==> src/assert_macros.svh <==
// assertion macros shared by the rtl files
`ifndef ASSERT_MACROS_SVH
`define ASSERT_MACROS_SVH

// a condition that holds at every clock edge out of reset
`define VPA_ASSERT(lbl, cond, msg) \
    lbl: assert property (@(posedge clk) disable iff (!rst_n) (cond)) else $error(msg);

// a condition that implies another at the same edge
`define VPA_ASSERT_IMP(lbl, ante, cons, msg) \
    lbl: assert property (@(posedge clk) disable iff (!rst_n) (ante) |-> (cons)) else $error(msg);

`endif

==> src/vpa_pkg.sv <==
// types and constants of the variable partition allocator
package vpa_pkg;

    localparam int MAX_SEGMENTS = 16;
    localparam int ADDR_BITS    = 16;
    localparam int JOB_BITS     = 8;
    localparam int SIZE_W       = 17;
    localparam int LEN_W        = ADDR_BITS + 1;
    localparam int IDX_W        = $clog2(MAX_SEGMENTS);
    localparam int CNT_W        = $clog2(MAX_SEGMENTS + 1);
    localparam int CFG_IDX_W    = 2;
    localparam int CFG_DATA_W   = 17;
    localparam int STATUS_W     = 3;
    localparam logic [LEN_W-1:0] MEM_CAP = LEN_W'(1) << ADDR_BITS;

    typedef enum logic [CFG_IDX_W-1:0] {
        CFG_FIT_POLICY  = 2'd0,
        CFG_MAX_REQUEST = 2'd1,
        CFG_MEMORY_SIZE = 2'd2
    } cfg_idx_t;

    typedef enum logic [1:0] {
        FIT_FIRST = 2'd0,
        FIT_NEXT  = 2'd1,
        FIT_BEST  = 2'd2,
        FIT_WORST = 2'd3
    } fit_t;

    typedef enum logic {
        REQ_ALLOC = 1'b0,
        REQ_FREE  = 1'b1
    } req_type_t;

    typedef enum logic [STATUS_W-1:0] {
        ST_OK          = 3'd0,
        ST_TOO_LARGE   = 3'd1,
        ST_NO_HOLE     = 3'd2,
        ST_TABLE_FULL  = 3'd3,
        ST_UNKNOWN_JOB = 3'd4,
        ST_NOT_ALLOC   = 3'd5
    } status_t;

    typedef enum logic [2:0] {
        SQ_IDLE,
        SQ_SCAN,
        SQ_PICK,
        SQ_FREE
    } seq_state_t;

    typedef enum logic [2:0] {
        TBL_NONE,
        TBL_INIT,
        TBL_WRITE,
        TBL_SPLIT,
        TBL_MERGE
    } tbl_op_t;

    typedef struct packed {
        logic [ADDR_BITS-1:0] start;
        logic [LEN_W-1:0]     len;
        logic                 used;
        logic [JOB_BITS-1:0]  owner;
        logic                 marked;
    } entry_t;

    typedef struct packed {
        tbl_op_t          op;
        logic [IDX_W-1:0] idx;
        entry_t           ent;
        entry_t           ent2;
        logic             rm2;
        logic             keep_meta;
    } tbl_cmd_t;

endpackage

==> src/vpa_req_if.sv <==
// request channel of the allocator
interface vpa_req_if;
    import vpa_pkg::*;

    logic                valid;
    logic                ready;
    logic                req_type;
    logic [JOB_BITS-1:0] job_id;
    logic [SIZE_W-1:0]   req_size;

    modport source (output valid, output req_type, output job_id, output req_size,
                    input ready);
    modport sink (input valid, input req_type, input job_id, input req_size,
                  output ready);
endinterface

==> src/vpa_rsp_if.sv <==
// response channel of the allocator
interface vpa_rsp_if;
    import vpa_pkg::*;

    logic                 valid;
    logic                 ready;
    logic [STATUS_W-1:0]  status;
    logic [ADDR_BITS-1:0] seg_start;

    modport source (output valid, output status, output seg_start, input ready);
    modport sink (input valid, input status, input seg_start, output ready);
endinterface

==> src/vpa_table.sv <==
// segment table storage with split and merge shifting
`include "assert_macros.svh"

module vpa_table (
    input  logic                             clk,
    input  logic                             rst_n,
    input  vpa_pkg::tbl_cmd_t                cmd,
    input  logic [vpa_pkg::IDX_W-1:0]        rd_idx,
    output vpa_pkg::entry_t                  rd_entry,
    output logic [vpa_pkg::CNT_W-1:0]        count
);
    import vpa_pkg::*;

    entry_t            ent_reg  [MAX_SEGMENTS];
    entry_t            ent_next [MAX_SEGMENTS];
    logic [CNT_W-1:0]  count_reg;
    logic [CNT_W-1:0]  count_next;
    logic [IDX_W:0]    idx_ext;

    assign idx_ext = {1'b0, cmd.idx};

    always_comb
    begin
        ent_next   = ent_reg;
        count_next = count_reg;
        case (cmd.op)
            TBL_INIT:
            begin
                for (int j = 0; j < MAX_SEGMENTS; j++)
                begin
                    ent_next[j].used   = 1'b0;
                    ent_next[j].marked = 1'b0;
                end
                ent_next[0].start = '0;
                ent_next[0].len   = cmd.ent.len;
                count_next        = CNT_W'(1);
            end
            TBL_WRITE:
            begin
                ent_next[cmd.idx] = cmd.ent;
            end
            TBL_SPLIT:
            begin
                for (int j = 0; j < MAX_SEGMENTS; j++)
                begin
                    if ((IDX_W+1)'(j) == idx_ext)
                        ent_next[j] = cmd.ent;
                    else if ((IDX_W+1)'(j) == idx_ext + (IDX_W+1)'(1))
                        ent_next[j] = cmd.ent2;
                    else if (j > 0 && (IDX_W+1)'(j) > idx_ext)
                        ent_next[j] = ent_reg[(j > 0) ? j - 1 : 0];
                end
                count_next = count_reg + CNT_W'(1);
            end
            TBL_MERGE:
            begin
                for (int j = 0; j < MAX_SEGMENTS; j++)
                begin
                    if ((IDX_W+1)'(j) == idx_ext)
                    begin
                        ent_next[j].len  = cmd.ent.len;
                        ent_next[j].used = 1'b0;
                        if (!cmd.keep_meta)
                        begin
                            ent_next[j].owner  = cmd.ent.owner;
                            ent_next[j].marked = cmd.ent.marked;
                        end
                    end
                    else if ((IDX_W+1)'(j) > idx_ext)
                    begin
                        // close the gap left by the removed entries
                        if (cmd.rm2 && j + 2 < MAX_SEGMENTS)
                            ent_next[j] = ent_reg[(j + 2 < MAX_SEGMENTS) ? j + 2 : j];
                        else if (!cmd.rm2 && j + 1 < MAX_SEGMENTS)
                            ent_next[j] = ent_reg[(j + 1 < MAX_SEGMENTS) ? j + 1 : j];
                    end
                end
                count_next = count_reg - (cmd.rm2 ? CNT_W'(2) : CNT_W'(1));
            end
            default:
            begin
            end
        endcase
    end

    always_ff @(posedge clk or negedge rst_n)
    begin
        if (!rst_n)
        begin
            for (int j = 1; j < MAX_SEGMENTS; j++)
            begin
                ent_reg[j] <= '0;
            end
            ent_reg[0] <= '{start: '0, len: MEM_CAP, used: 1'b0, owner: '0, marked: 1'b0};
            count_reg  <= CNT_W'(1);
        end
        else
        begin
            ent_reg   <= ent_next;
            count_reg <= count_next;
        end
    end

    assign rd_entry = ent_reg[rd_idx];
    assign count    = count_reg;

    `VPA_ASSERT(a_count_range, count_reg != '0 && count_reg <= CNT_W'(MAX_SEGMENTS),
        "segment count out of range")
    `VPA_ASSERT_IMP(a_split_room, cmd.op == TBL_SPLIT, count_reg < CNT_W'(MAX_SEGMENTS),
        "split with a full table")
    `VPA_ASSERT_IMP(a_merge_room, cmd.op == TBL_MERGE && cmd.rm2, count_reg > CNT_W'(2),
        "double merge with too few entries")

endmodule

==> src/vpa_seq.sv <==
// request sequencer: table scan, placement and release
`include "assert_macros.svh"

module vpa_seq (
    input  logic                               clk,
    input  logic                               rst_n,
    vpa_req_if.sink                            req,
    vpa_rsp_if.source                          rsp,
    input  logic                               cfg_we,
    input  logic [vpa_pkg::CFG_IDX_W-1:0]      cfg_index,
    input  logic [vpa_pkg::CFG_DATA_W-1:0]     cfg_data,
    output vpa_pkg::tbl_cmd_t                  cmd,
    output logic [vpa_pkg::IDX_W-1:0]          rd_idx,
    input  vpa_pkg::entry_t                    rd_entry,
    input  logic [vpa_pkg::CNT_W-1:0]          count
);
    import vpa_pkg::*;

    seq_state_t            state_reg, state_next;
    logic [1:0]            policy_reg, policy_next;
    logic [SIZE_W-1:0]     maxreq_reg, maxreq_next;
    logic [ADDR_BITS-1:0]  rover_reg, rover_next;
    logic                  type_reg, type_next;
    logic [JOB_BITS-1:0]   job_reg, job_next;
    logic [SIZE_W-1:0]     size_reg, size_next;
    logic [IDX_W-1:0]      idx_reg, idx_next;
    logic                  found_reg, found_next;
    logic [IDX_W-1:0]      best_reg, best_next;
    logic [LEN_W-1:0]      best_len_reg, best_len_next;
    logic                  wrap_found_reg, wrap_found_next;
    logic [IDX_W-1:0]      wrap_reg, wrap_next;
    logic                  prev_used_reg, prev_used_next;
    logic [LEN_W-1:0]      prev_len_reg, prev_len_next;
    logic                  prev_free_reg, prev_free_next;
    logic [LEN_W-1:0]      pl_reg, pl_next;
    logic [ADDR_BITS-1:0]  k_start_reg, k_start_next;
    logic                  just_reg, just_next;
    logic                  next_free_reg, next_free_next;
    logic [LEN_W-1:0]      next_len_reg, next_len_next;
    logic [JOB_BITS-1:0]   next_owner_reg, next_owner_next;
    logic                  next_tag_reg, next_tag_next;
    logic                  tag_hit_reg, tag_hit_next;
    logic                  out_valid_reg, out_valid_next;
    logic [STATUS_W-1:0]   out_status_reg, out_status_next;
    logic [ADDR_BITS-1:0]  out_start_reg, out_start_next;

    logic                  accept;
    logic                  fits;
    logic                  last;
    logic                  any_hole;
    logic [IDX_W-1:0]      hsel;
    logic [LEN_W-1:0]      size_len;
    logic [LEN_W-1:0]      mem_len;
    logic [LEN_W:0]        cfg_ext;

    assign req.ready     = (state_reg == SQ_IDLE) && (!out_valid_reg || rsp.ready);
    assign accept        = req.valid && req.ready;
    assign rsp.valid     = out_valid_reg;
    assign rsp.status    = out_status_reg;
    assign rsp.seg_start = out_start_reg;

    assign size_len = LEN_W'(size_reg);
    assign fits     = !rd_entry.used && rd_entry.len >= size_len;
    assign last     = ({1'b0, idx_reg} + (IDX_W+1)'(1)) == (IDX_W+1)'(count);
    assign any_hole = (policy_reg == FIT_NEXT) ? wrap_found_reg : found_reg;
    assign hsel     = (policy_reg == FIT_NEXT && !found_reg) ? wrap_reg : best_reg;

    // memory size clamped to one .. 2^ADDR_BITS
    assign cfg_ext = (LEN_W+1)'(cfg_data);
    always_comb
    begin
        if (cfg_ext == '0)
            mem_len = LEN_W'(1);
        else if (cfg_ext > (LEN_W+1)'(MEM_CAP))
            mem_len = MEM_CAP;
        else
            mem_len = cfg_ext[LEN_W-1:0];
    end

    always_comb
    begin
        state_next      = state_reg;
        policy_next     = policy_reg;
        maxreq_next     = maxreq_reg;
        rover_next      = rover_reg;
        type_next       = type_reg;
        job_next        = job_reg;
        size_next       = size_reg;
        idx_next        = idx_reg;
        found_next      = found_reg;
        best_next       = best_reg;
        best_len_next   = best_len_reg;
        wrap_found_next = wrap_found_reg;
        wrap_next       = wrap_reg;
        prev_used_next  = prev_used_reg;
        prev_len_next   = prev_len_reg;
        prev_free_next  = prev_free_reg;
        pl_next         = pl_reg;
        k_start_next    = k_start_reg;
        just_next       = 1'b0;
        next_free_next  = next_free_reg;
        next_len_next   = next_len_reg;
        next_owner_next = next_owner_reg;
        next_tag_next   = next_tag_reg;
        tag_hit_next    = tag_hit_reg;
        out_valid_next  = out_valid_reg && !rsp.ready;
        out_status_next = out_status_reg;
        out_start_next  = out_start_reg;
        cmd             = '0;
        cmd.op          = TBL_NONE;
        rd_idx          = idx_reg;

        case (state_reg)
            SQ_IDLE:
            begin
                if (cfg_we)
                begin
                    case (cfg_index)
                        CFG_FIT_POLICY:  policy_next = cfg_data[1:0];
                        CFG_MAX_REQUEST: maxreq_next = SIZE_W'(cfg_data);
                        CFG_MEMORY_SIZE:
                        begin
                            cmd.op      = TBL_INIT;
                            cmd.ent.len = mem_len;
                            rover_next  = '0;
                        end
                        default:
                        begin
                        end
                    endcase
                end
                else if (accept)
                begin
                    type_next       = req.req_type;
                    job_next        = req.job_id;
                    size_next       = req.req_size;
                    idx_next        = '0;
                    found_next      = 1'b0;
                    wrap_found_next = 1'b0;
                    prev_used_next  = 1'b1;
                    prev_free_next  = 1'b0;
                    next_free_next  = 1'b0;
                    tag_hit_next    = 1'b0;
                    if (req.req_type == REQ_ALLOC && req.req_size > maxreq_reg)
                    begin
                        out_valid_next  = 1'b1;
                        out_status_next = ST_TOO_LARGE;
                        out_start_next  = '0;
                    end
                    else if (req.req_type == REQ_ALLOC && req.req_size == '0)
                    begin
                        out_valid_next  = 1'b1;
                        out_status_next = ST_NO_HOLE;
                        out_start_next  = '0;
                    end
                    else
                    begin
                        state_next = SQ_SCAN;
                    end
                end
            end
            SQ_SCAN:
            begin
                if (type_reg == REQ_ALLOC)
                begin
                    case (policy_reg)
                        FIT_NEXT:
                        begin
                            if (fits && !wrap_found_reg)
                            begin
                                wrap_found_next = 1'b1;
                                wrap_next       = idx_reg;
                            end
                            if (fits && !found_reg && rd_entry.start >= rover_reg)
                            begin
                                found_next = 1'b1;
                                best_next  = idx_reg;
                            end
                        end
                        FIT_BEST:
                        begin
                            if (fits && (!found_reg || rd_entry.len < best_len_reg))
                            begin
                                found_next    = 1'b1;
                                best_next     = idx_reg;
                                best_len_next = rd_entry.len;
                            end
                        end
                        FIT_WORST:
                        begin
                            if (fits && (!found_reg || rd_entry.len > best_len_reg))
                            begin
                                found_next    = 1'b1;
                                best_next     = idx_reg;
                                best_len_next = rd_entry.len;
                            end
                        end
                        default:
                        begin
                            if (fits && !found_reg)
                            begin
                                found_next = 1'b1;
                                best_next  = idx_reg;
                            end
                        end
                    endcase
                end
                else
                begin
                    if (!found_reg && rd_entry.used && rd_entry.owner == job_reg)
                    begin
                        found_next     = 1'b1;
                        just_next      = 1'b1;
                        best_next      = idx_reg;
                        best_len_next  = rd_entry.len;
                        k_start_next   = rd_entry.start;
                        prev_free_next = !prev_used_reg;
                        pl_next        = prev_len_reg;
                    end
                    // entry right after the one being released
                    if (just_reg)
                    begin
                        next_free_next  = !rd_entry.used;
                        next_len_next   = rd_entry.len;
                        next_owner_next = rd_entry.owner;
                        next_tag_next   = rd_entry.marked;
                    end
                    if (!rd_entry.used && rd_entry.marked && rd_entry.owner == job_reg)
                        tag_hit_next = 1'b1;
                    prev_used_next = rd_entry.used;
                    prev_len_next  = rd_entry.len;
                end
                if (last)
                    state_next = (type_reg == REQ_ALLOC) ? SQ_PICK : SQ_FREE;
                else
                    idx_next = idx_reg + IDX_W'(1);
            end
            SQ_PICK:
            begin
                rd_idx          = hsel;
                state_next      = SQ_IDLE;
                out_valid_next  = 1'b1;
                out_start_next  = '0;
                if (!any_hole)
                begin
                    out_status_next = ST_NO_HOLE;
                end
                else if (rd_entry.len != size_len && count >= CNT_W'(MAX_SEGMENTS))
                begin
                    out_status_next = ST_TABLE_FULL;
                end
                else
                begin
                    cmd.idx         = hsel;
                    cmd.ent.start   = rd_entry.start;
                    cmd.ent.len     = size_len;
                    cmd.ent.used    = 1'b1;
                    cmd.ent.owner   = job_reg;
                    cmd.ent.marked  = 1'b0;
                    cmd.ent2.start  = ADDR_BITS'(rd_entry.start + ADDR_BITS'(size_reg));
                    cmd.ent2.len    = rd_entry.len - size_len;
                    cmd.ent2.used   = 1'b0;
                    cmd.ent2.owner  = rd_entry.owner;
                    cmd.ent2.marked = rd_entry.marked;
                    cmd.op          = (rd_entry.len == size_len) ? TBL_WRITE : TBL_SPLIT;
                    rover_next      = ADDR_BITS'(rd_entry.start + ADDR_BITS'(size_reg));
                    out_status_next = ST_OK;
                    out_start_next  = rd_entry.start;
                end
            end
            SQ_FREE:
            begin
                state_next     = SQ_IDLE;
                out_valid_next = 1'b1;
                out_start_next = '0;
                if (!found_reg)
                begin
                    out_status_next = tag_hit_reg ? ST_NOT_ALLOC : ST_UNKNOWN_JOB;
                end
                else
                begin
                    out_status_next = ST_OK;
                    out_start_next  = k_start_reg;
                    if (prev_free_reg)
                    begin
                        cmd.op        = TBL_MERGE;
                        cmd.idx       = best_reg - IDX_W'(1);
                        cmd.ent.len   = pl_reg + best_len_reg
                                        + (next_free_reg ? next_len_reg : '0);
                        cmd.rm2       = next_free_reg;
                        cmd.keep_meta = 1'b1;
                    end
                    else if (next_free_reg)
                    begin
                        cmd.op         = TBL_MERGE;
                        cmd.idx        = best_reg;
                        cmd.ent.len    = best_len_reg + next_len_reg;
                        cmd.ent.owner  = next_owner_reg;
                        cmd.ent.marked = next_tag_reg;
                    end
                    else
                    begin
                        cmd.op         = TBL_WRITE;
                        cmd.idx        = best_reg;
                        cmd.ent.start  = k_start_reg;
                        cmd.ent.len    = best_len_reg;
                        cmd.ent.used   = 1'b0;
                        cmd.ent.owner  = job_reg;
                        cmd.ent.marked = 1'b1;
                    end
                end
            end
            default:
            begin
                state_next = SQ_IDLE;
            end
        endcase
    end

    always_ff @(posedge clk or negedge rst_n)
    begin
        if (!rst_n)
        begin
            state_reg     <= SQ_IDLE;
            policy_reg    <= FIT_FIRST;
            maxreq_reg    <= SIZE_W'(MEM_CAP);
            rover_reg     <= '0;
            out_valid_reg <= 1'b0;
            just_reg      <= 1'b0;
        end
        else
        begin
            state_reg     <= state_next;
            policy_reg    <= policy_next;
            maxreq_reg    <= maxreq_next;
            rover_reg     <= rover_next;
            out_valid_reg <= out_valid_next;
            just_reg      <= just_next;
        end
    end

    always_ff @(posedge clk)
    begin
        type_reg       <= type_next;
        job_reg        <= job_next;
        size_reg       <= size_next;
        idx_reg        <= idx_next;
        found_reg      <= found_next;
        best_reg       <= best_next;
        best_len_reg   <= best_len_next;
        wrap_found_reg <= wrap_found_next;
        wrap_reg       <= wrap_next;
        prev_used_reg  <= prev_used_next;
        prev_len_reg   <= prev_len_next;
        prev_free_reg  <= prev_free_next;
        pl_reg         <= pl_next;
        k_start_reg    <= k_start_next;
        next_free_reg  <= next_free_next;
        next_len_reg   <= next_len_next;
        next_owner_reg <= next_owner_next;
        next_tag_reg   <= next_tag_next;
        tag_hit_reg    <= tag_hit_next;
        out_status_reg <= out_status_next;
        out_start_reg  <= out_start_next;
    end

    `VPA_ASSERT_IMP(a_ready_idle, req.ready, state_reg == SQ_IDLE && (!out_valid_reg || rsp.ready),
        "ready outside idle or with a blocked result")
    `VPA_ASSERT_IMP(a_table_busy_only, cmd.op == TBL_SPLIT || cmd.op == TBL_MERGE,
        state_reg == SQ_PICK || state_reg == SQ_FREE, "table reshaped outside placement")
    `VPA_ASSERT_IMP(a_err_start_zero, rsp.valid && rsp.status != ST_OK, rsp.seg_start == '0,
        "error result with nonzero start")

endmodule

==> src/variable_partition_allocator.sv <==
// top level of the variable partition allocator
// A request (allocate or free) is taken when the block is idle and the result register is
// free or being emptied. The sequencer then walks the segment table one entry per cycle and
// answers after the walk; allocations rejected as too large or of size zero skip the walk
// and answer in the cycle after acceptance. Splits and merges reshape the table in one
// command after the walk. A write of memory_size resets the table to one free segment and
// the next-fit rover to zero.
module variable_partition_allocator (
    input  logic                               clk,
    input  logic                               rst_n,
    vpa_req_if.sink                            req,
    vpa_rsp_if.source                          rsp,
    input  logic                               cfg_we,
    input  logic [vpa_pkg::CFG_IDX_W-1:0]      cfg_index,
    input  logic [vpa_pkg::CFG_DATA_W-1:0]     cfg_data
);
    import vpa_pkg::*;

    tbl_cmd_t          cmd;
    logic [IDX_W-1:0]  rd_idx;
    entry_t            rd_entry;
    logic [CNT_W-1:0]  count;

    vpa_seq u_seq (
        .clk       (clk),
        .rst_n     (rst_n),
        .req       (req),
        .rsp       (rsp),
        .cfg_we    (cfg_we),
        .cfg_index (cfg_index),
        .cfg_data  (cfg_data),
        .cmd       (cmd),
        .rd_idx    (rd_idx),
        .rd_entry  (rd_entry),
        .count     (count)
    );

    vpa_table u_table (
        .clk      (clk),
        .rst_n    (rst_n),
        .cmd      (cmd),
        .rd_idx   (rd_idx),
        .rd_entry (rd_entry),
        .count    (count)
    );

endmodule

==> src/flat_wrapper.sv <==
// flat-port wrapper written by rule: the top's interface ports become plain ports
module variable_partition_allocator_flat import vpa_pkg::*;
  (clk, rst_n, cfg_we, cfg_index, cfg_data, req_valid, req_req_type, req_job_id, req_req_size, req_ready, rsp_valid, rsp_status, rsp_seg_start, rsp_ready);
  vpa_req_if req_i ();
  vpa_rsp_if rsp_i ();
  input  logic clk;
  input  logic rst_n;
  input  logic cfg_we;
  input  logic [vpa_pkg::CFG_IDX_W-1:0] cfg_index;
  input  logic [vpa_pkg::CFG_DATA_W-1:0] cfg_data;
  input wire logic [$bits(req_i.valid)-1:0] req_valid;
  input wire logic [$bits(req_i.req_type)-1:0] req_req_type;
  input wire logic [$bits(req_i.job_id)-1:0] req_job_id;
  input wire logic [$bits(req_i.req_size)-1:0] req_req_size;
  output wire logic [$bits(req_i.ready)-1:0] req_ready;
  output wire logic [$bits(rsp_i.valid)-1:0] rsp_valid;
  output wire logic [$bits(rsp_i.status)-1:0] rsp_status;
  output wire logic [$bits(rsp_i.seg_start)-1:0] rsp_seg_start;
  input wire logic [$bits(rsp_i.ready)-1:0] rsp_ready;
  assign req_i.valid = req_valid;
  assign req_i.req_type = req_req_type;
  assign req_i.job_id = req_job_id;
  assign req_i.req_size = req_req_size;
  assign req_ready = req_i.ready;
  assign rsp_valid = rsp_i.valid;
  assign rsp_status = rsp_i.status;
  assign rsp_seg_start = rsp_i.seg_start;
  assign rsp_i.ready = rsp_ready;
  variable_partition_allocator u_core (.clk(clk), .rst_n(rst_n), .req(req_i), .rsp(rsp_i), .cfg_we(cfg_we), .cfg_index(cfg_index), .cfg_data(cfg_data));
endmodule
==> config.mk <==
export PLATFORM = sky130hd
export DESIGN_NAME = variable_partition_allocator_flat
export DESIGN_NICKNAME = d
export VERILOG_FILES = /design/src/vpa_pkg.sv /design/src/vpa_req_if.sv /design/src/vpa_rsp_if.sv /design/src/vpa_table.sv /design/src/vpa_seq.sv /design/src/variable_partition_allocator.sv /design/src/flat_wrapper.sv
export VERILOG_INCLUDE_DIRS = /design/src /design/src/src
export SDC_FILE = /design/constraint.sdc
export NUM_CORES = 2
export LEC_CHECK = 0
export BUFFER_PORTS_ARGS = -buffer_cell sky130_fd_sc_hd__buf_2
export CORE_MARGIN = 2
export CORE_UTILIZATION = 35
export CTS_BUF_LIST = sky130_fd_sc_hd__clkbuf_2
export CTS_CLUSTER_DIAMETER = 200
export DETAILED_ROUTE_END_ITERATION = 10
export PLACE_DENSITY = 0.47
export SLEW_MARGIN = 5
export SYNTH_ARGS = -nofsm -noshare
export SYNTH_HDL_FRONTEND = slang
export SYNTH_SLANG_ARGS = --single-unit
==> constraint.sdc <==
create_clock -name clk -period 11.68 [get_ports clk]
set_clock_uncertainty 0.2 [all_clocks]
set_input_delay 0.584 -clock clk [delete_from_list [all_inputs] [get_ports clk]]
set_output_delay 0.584 -clock clk [all_outputs]
set_load 0.02 [all_outputs]
# After elaboration in Yosys (flattened, before gate mapping)

Index checks and enable logic that the tools add are counted.

Muxes and demuxes: 291
$add $sub $neg: 11
Bitwise operators: 5
$lt $le $gt $ge: 26
Equality and inequality tests: 153
Reductions and logical operators: 141

Operator list:

| cell                                         | count |
|---|---|
| 43-bit two-way mux                           | 81 |
| 33-bit case mux with 3 select lines          | 14 |
| 688-bit bitwise mux                          | 1 |
| 16-bit two-way mux                           | 28 |
| 27-bit two-way mux                           | 16 |
| 8-bit case mux with 3 select lines           | 16 |
| 4-bit AND reduction                          | 50 |
| 17-bit two-way mux                           | 11 |
| 92-bit two-way mux                           | 2 |
| 43-bit binary-select mux with 4-bit select   | 1 |
| 43-bit demux with 4-bit select               | 1 |
| 34-bit case mux with 4 select lines          | 1 |
| 1-bit case mux with 4 select lines           | 31 |
| 3-bit inequality test, second input constant | 35 |
| 17-bit case mux with 3 select lines          | 2 |
| 3-bit AND reduction                          | 34 |
| 2-bit inequality test, second input constant | 49 |
| 4-bit inequality test, second input constant | 18 |
| 16-bit case mux with 2 select lines          | 2 |
| 17-bit adder                                 | 3 |
| 50-bit two-way mux                           | 1 |
| 16-bit case mux with 3 select lines          | 1 |
| 5-bit AND reduction                          | 9 |
| 4-bit two-way mux                            | 11 |
| 72 further kinds                             | 209 |

Bits in registers: 889
Word-level logic and storage cells: 735
Output and inout port bits: 21

# Longest topological paths before layout

Word-level depth: 20
Mapped depth: 31
Gate-level depth less buffers: 20

# Hierarchy

A second synthesis with hierarchy kept.

Cells, all modules: 7809
Area, all modules: 67976.4 um2

Modules (own cells, without submodules):

| module    | times used | cells each | seq. area each (um2) | area an instance (um2) |
|---|---|---|---|---|
| vpa_table | 1          | 6607       | 17344.1              | 55135.4 |
| vpa_seq   | 1          | 1202       | 5661.7               | 12841.1 |

# Least setup slack after synthesis

Ideal clock, no wire load.

Kind: register -> register
From: register u_core.u_seq.found_reg
To: register u_core.u_table.ent_reg[296] (netlist name)
Stages on the path, launching flop included: 26
Library setup time: 121 ps
Data required time: 11359 ps
Path buffers: 10
Path slack: 4952 ps
Data arrival time: 6407 ps
Cell sequence: edfxtp_1 -> buf_2 -> nor3b_2 -> mux2i_1 -> a21o_1 -> clkbuf_1 -> clkbuf_1 -> buf_2 -> buf_2 -> buf_2 -> clkbuf_1 -> clkbuf_1 -> a31oi_1 -> ha_1 -> and4_1 -> nand3_1 -> o21a_1 -> buf_2 -> o32ai_4 -> nand4_1 -> nand2_1 -> nand3_1 -> a31oi_1 -> clkbuf_1 -> o21ai_0 -> o22a_1

RTL lines:

| what                     | RTL line        | RTL |
|---|---|---|
| start: declaration       | vpa_seq.sv:27   | `logic found_reg, found_next;` |
| start signal: assignment | vpa_seq.sv:348  | `found_reg <= found_next;` |
| end signal: assignment   | vpa_table.sv:99 | `ent_reg <= ent_next;` |
| end: declaration         | vpa_table.sv:14 | `entry_t ent_reg [MAX_SEGMENTS];` |

==> results.sh <==
export IMPL_worstPathArrival_ns=11.49
export IMPL_grt_max_degree=139
export IMPL_status="finished clean"
export IMPL_syn_area_per_cell_um2=8.10
export IMPL_power_uw=6480
export IMPL_crit_required_ns=13.18
export IMPL_die_w_um=439
export IMPL_drcViolationCount=0
export IMPL_rsz0062_at_grt="no"
export IMPL_yosys_area_share_simple_pct=16.3
export IMPL_synth_yosys_seq_area_share_pct=34.7
export IMPL_cts_buffers=298
export IMPL_cts_repair_resized=0
export IMPL_place_area_um2=69300
export IMPL_powerDensity_nw_per_um2=88.4
export IMPL_pre_cts_slack_ns=2.02
export IMPL_worst_hold_slack_ns=0.203
export IMPL_cts_buffer_depth=4
export IMPL_critPathKind="flop to flop"
export IMPL_finalMaxSlewViolations=0
export IMPL_grt_pass1_vias=67473
export IMPL_synth_fa_ha_area_share_pct=2.88
export IMPL_rrSetupSlack_ns=1.70
export IMPL_fin_crit_sh_pct=85.5
export IMPL_async_reset_ff_share_pct=82.4
export IMPL_tightest_slew_ns=1.45
export IMPL_crit_fanout=34
export IMPL_drv_cap=0
export IMPL_crit_top_cell="buf_4"
export IMPL_rows=159
export IMPL_slowest_delay_ns=1.18
export IMPL_cp_num_buf_inv=2
export IMPL_setup_viol=0
export IMPL_first_pass_iters=10
export IMPL_critical_path_cell_chain="nor4bb_1 > a211o_4 > and2_4 > buf_4 > mux4_2 > nand2_1 > and3_1 > a31oi_1 > ha_1 > and4_1 > nand3_1 > o21a_1 > buf_4 > o31ai_4 > and3_2 > nor2_1 > a211oi_4 > o21ai_1 > a22o_1"
export IMPL_core_area_um2=188000
export IMPL_fin_ws_ns=1.70
export IMPL_drt_iter0_markers=10932
export IMPL_ys_ff_latch=888
export IMPL_slew_headroom_pct=3.20
export IMPL_wirelength_mm=343
export IMPL_final_cell_area_um2=73300
export IMPL_cts_clk_slew_worst_paths_ns=0.09
export IMPL_start_kind="flop"
export IMPL_numPortBuffers=70
export IMPL_synth_ff_type="dfrtp_1"
export IMPL_fillCellCount=19236
export IMPL_synth_nets=8382
export IMPL_reg2reg_depth=19
export IMPL_cts_sinks=888
export IMPL_min_period_ns=9.98
export IMPL_cp_end_kind="flop"
export IMPL_hold_violations=0
export IMPL_leakage_uw=0.0291
export IMPL_syn2layout_area_growth_pct=10.5
export IMPL_insertion_delay_ns=1.91
export IMPL_grt_util_all_layers_pct=34.5
export IMPL_htreeDepth=5
export IMPL_ys_warnings_count=0
export IMPL_root_buffer="clkbuf_2"
export IMPL_gp_congestion=0.912
export IMPL_wire_per_inst_um=31.6
export IMPL_hp_class="input pin to asynchronous set/reset pin"
export IMPL_synth_compound_area_share_pct=29.7
export IMPL_synth_edf_count=156
export IMPL_synth_top_family_by_area="compound AO/OA/AOI/OAI gates"
export IMPL_io_pins=71
export IMPL_grt_overflow=0
export IMPL_grt_pass1_wl_mm=494
export IMPL_die_area_um2=193000
export IMPL_synthMuxAreaShare_pct=10.1
export IMPL_cts_tree="yes"
export IMPL_synthCells=8192
export IMPL_r2r_end="u_core.u_table.ent_reg[131]"
export IMPL_setup_tns_ns=0
export IMPL_largest_register_ffs=688
export IMPL_path_depth=19
export IMPL_reg2reg_from="u_core.u_seq.found_reg"
export IMPL_max_clock_freq_ghz=0.100
export IMPL_synth_xor_area_share_pct=0.881
export IMPL_initial_core_util_pct=35.3
export IMPL_synth_cell_area_um2=66400
export IMPL_vdd_ir_drop_max_mv=0.0552
export IMPL_antenna_found_initial=18
export IMPL_via_per_inst=6.60
export IMPL_worstSetupStartpoint="u_core.u_seq.found_reg"
export IMPL_ys_types=102
export IMPL_layout_drive_gt1_share_pct=13.1
export IMPL_cpMaxStageDelayCell="a211oi_4"
export IMPL_vias=71681
export IMPL_hpwl_mm=226
export IMPL_postRouteAntennaNets=0
export IMPL_die_h_um=439
export IMPL_crit_end="u_core.u_table.ent_reg[131]"
export IMPL_fin_nets=8363
export IMPL_crit_family="compound AO/OA/AOI/OAI gates"
## through the flow
stage,utilization [%],instances
6_report,39.0,10857
3_5_place_dp,36.9,10213
3_3_place_gp,36.8,10211
2_1_floorplan,-,8192
5_1_grt,39.0,10851
4_1_cts,39.0,10848
## repair_timing
action / in CTS / in global routing
endpoints found under the hold margin: 850 / 0
setup buffers: 0 / 0
endpoints found under the setup margin: 0 / 0
hold buffers: 155 / 0
## routing by layer
metal	routed length (µm)	vias up	track usage [%]
met5	151	-	0
met1	141000	35263	47.5
li1	-	30606	-
met4	16200	18	15.4
met3	41900	862	10.0
met2	143000	4932	49.7
## layout make-up
type | instances | area (µm²) | share of cell area [%]
Sequential cell | 888 | 23000 | 31.4
Multi-Input combinational cell | 6390 | 40300 | 55.0
Inverter | 124 | 480 | 0.656
Tap cell | 2495 | 3120 | 4.26
Clock buffer | 431 | 2160 | 2.94
Timing Repair Buffer | 471 | 3970 | 5.42
Antenna cell | 9 | 22.5 | 0.0307
Clock inverter | 49 | 240 | 0.328
## logic make-up after synthesis
kind of cell | count (synthesis)
XOR/XNOR | 65
AND/OR/NAND/NOR | 2607
buffers and inverters | 914
adder cells (fa/ha/maj) | 140
multiplexers | 510
flip-flops | 888
AO/OA/AOI/OAI | 3068
## placed cells by master, fill, tap and decap left out, types with 22 or more instances in the layout
cell / n
nand2_1: 1531
o21ai_0: 865
dfrtp_1: 729
a21oi_1: 728
nor2_1: 568
clkbuf_2: 431
mux2i_1: 341
buf_4: 230
a22oi_1: 179
edfxtp_1: 156
dlygate4sd3_1: 154
nand3_1: 150
a31oi_1: 141
o22ai_1: 133
o221ai_1: 130
inv_1: 122
mux4_2: 121
ha_1: 119
o211ai_1: 112
a222oi_1: 86
and3_1: 74
buf_2: 69
a221oi_1: 67
a211oi_1: 66
a21o_1: 56
nor3_1: 51
a2111oi_0: 47
mux2_2: 46
o21a_1: 44
xnor2_1: 41
a22o_1: 41
clkinv_1: 41
o21ai_1: 38
nand4_1: 34
o31ai_1: 34
o22a_1: 33
and2_1: 28
a311oi_1: 27
a32o_1: 23
xor2_1: 22
## tightest hold or removal path, cell delays in order
cell and delay [ns]:
dlygate4sd3_1 0.52, dlygate4sd3_1 0.54, dlygate4sd3_1 0.58, buf_8 0.11, buf_16 0.33
## cells in the mapped netlist, types with 121 or more instances
library cell  instances  area share (%)
nand2_1            1537             8.7
o21ai_0             871             6.6
a21oi_1             737             5.6
dfrtp_1             729              27
clkbuf_1            595             3.4
nor2_1              587             3.3
mux2i_1             342             5.2
a22oi_1             179             2.0
nand3_1             158             1.2
edfxtp_1            156             7.1
a31oi_1             143             1.3
o22ai_1             134             1.3
o221ai_1            133             1.8
inv_1               124            0.70
mux4_2              121             4.1
## power breakdown
| group | internal (µW) | switching [µW] | total [µW] |
|---|---|---|---|
| logic | 191 | 455 | 646 |
| clock network | 1010 | 1650 | 2650 |
| registers | 3170 | 6.31 | 3180 |
| total | 4370 | 2110 | 6480 |
## how the worst min path moves through the flow
| stage | start | end | slack, ns | cells past startpoint |
|---|---|---|---|---|
| 6_report | rst_n | u_core.u_seq.rover_reg[1] | 0.20 | 5 |
| 3_3_place_gp | u_core.u_seq.prev_len_reg[8] | u_core.u_seq.pl_reg[8] | 0.20 | 0 |
| 4_1_cts | rst_n | u_core.u_seq.rover_reg[1] | 0.04 | 5 |
| 5_1_grt | rst_n | u_core.u_seq.rover_reg[1] | 0.17 | 5 |
| 2_1_floorplan | rst_n | u_core.u_seq.just_reg | 0.09 | 0 |
| 3_5_place_dp | u_core.u_seq.prev_len_reg[1] | u_core.u_seq.pl_reg[1] | 0.21 | 0 |
Note: power is estimated with default switching activity, not from simulation.
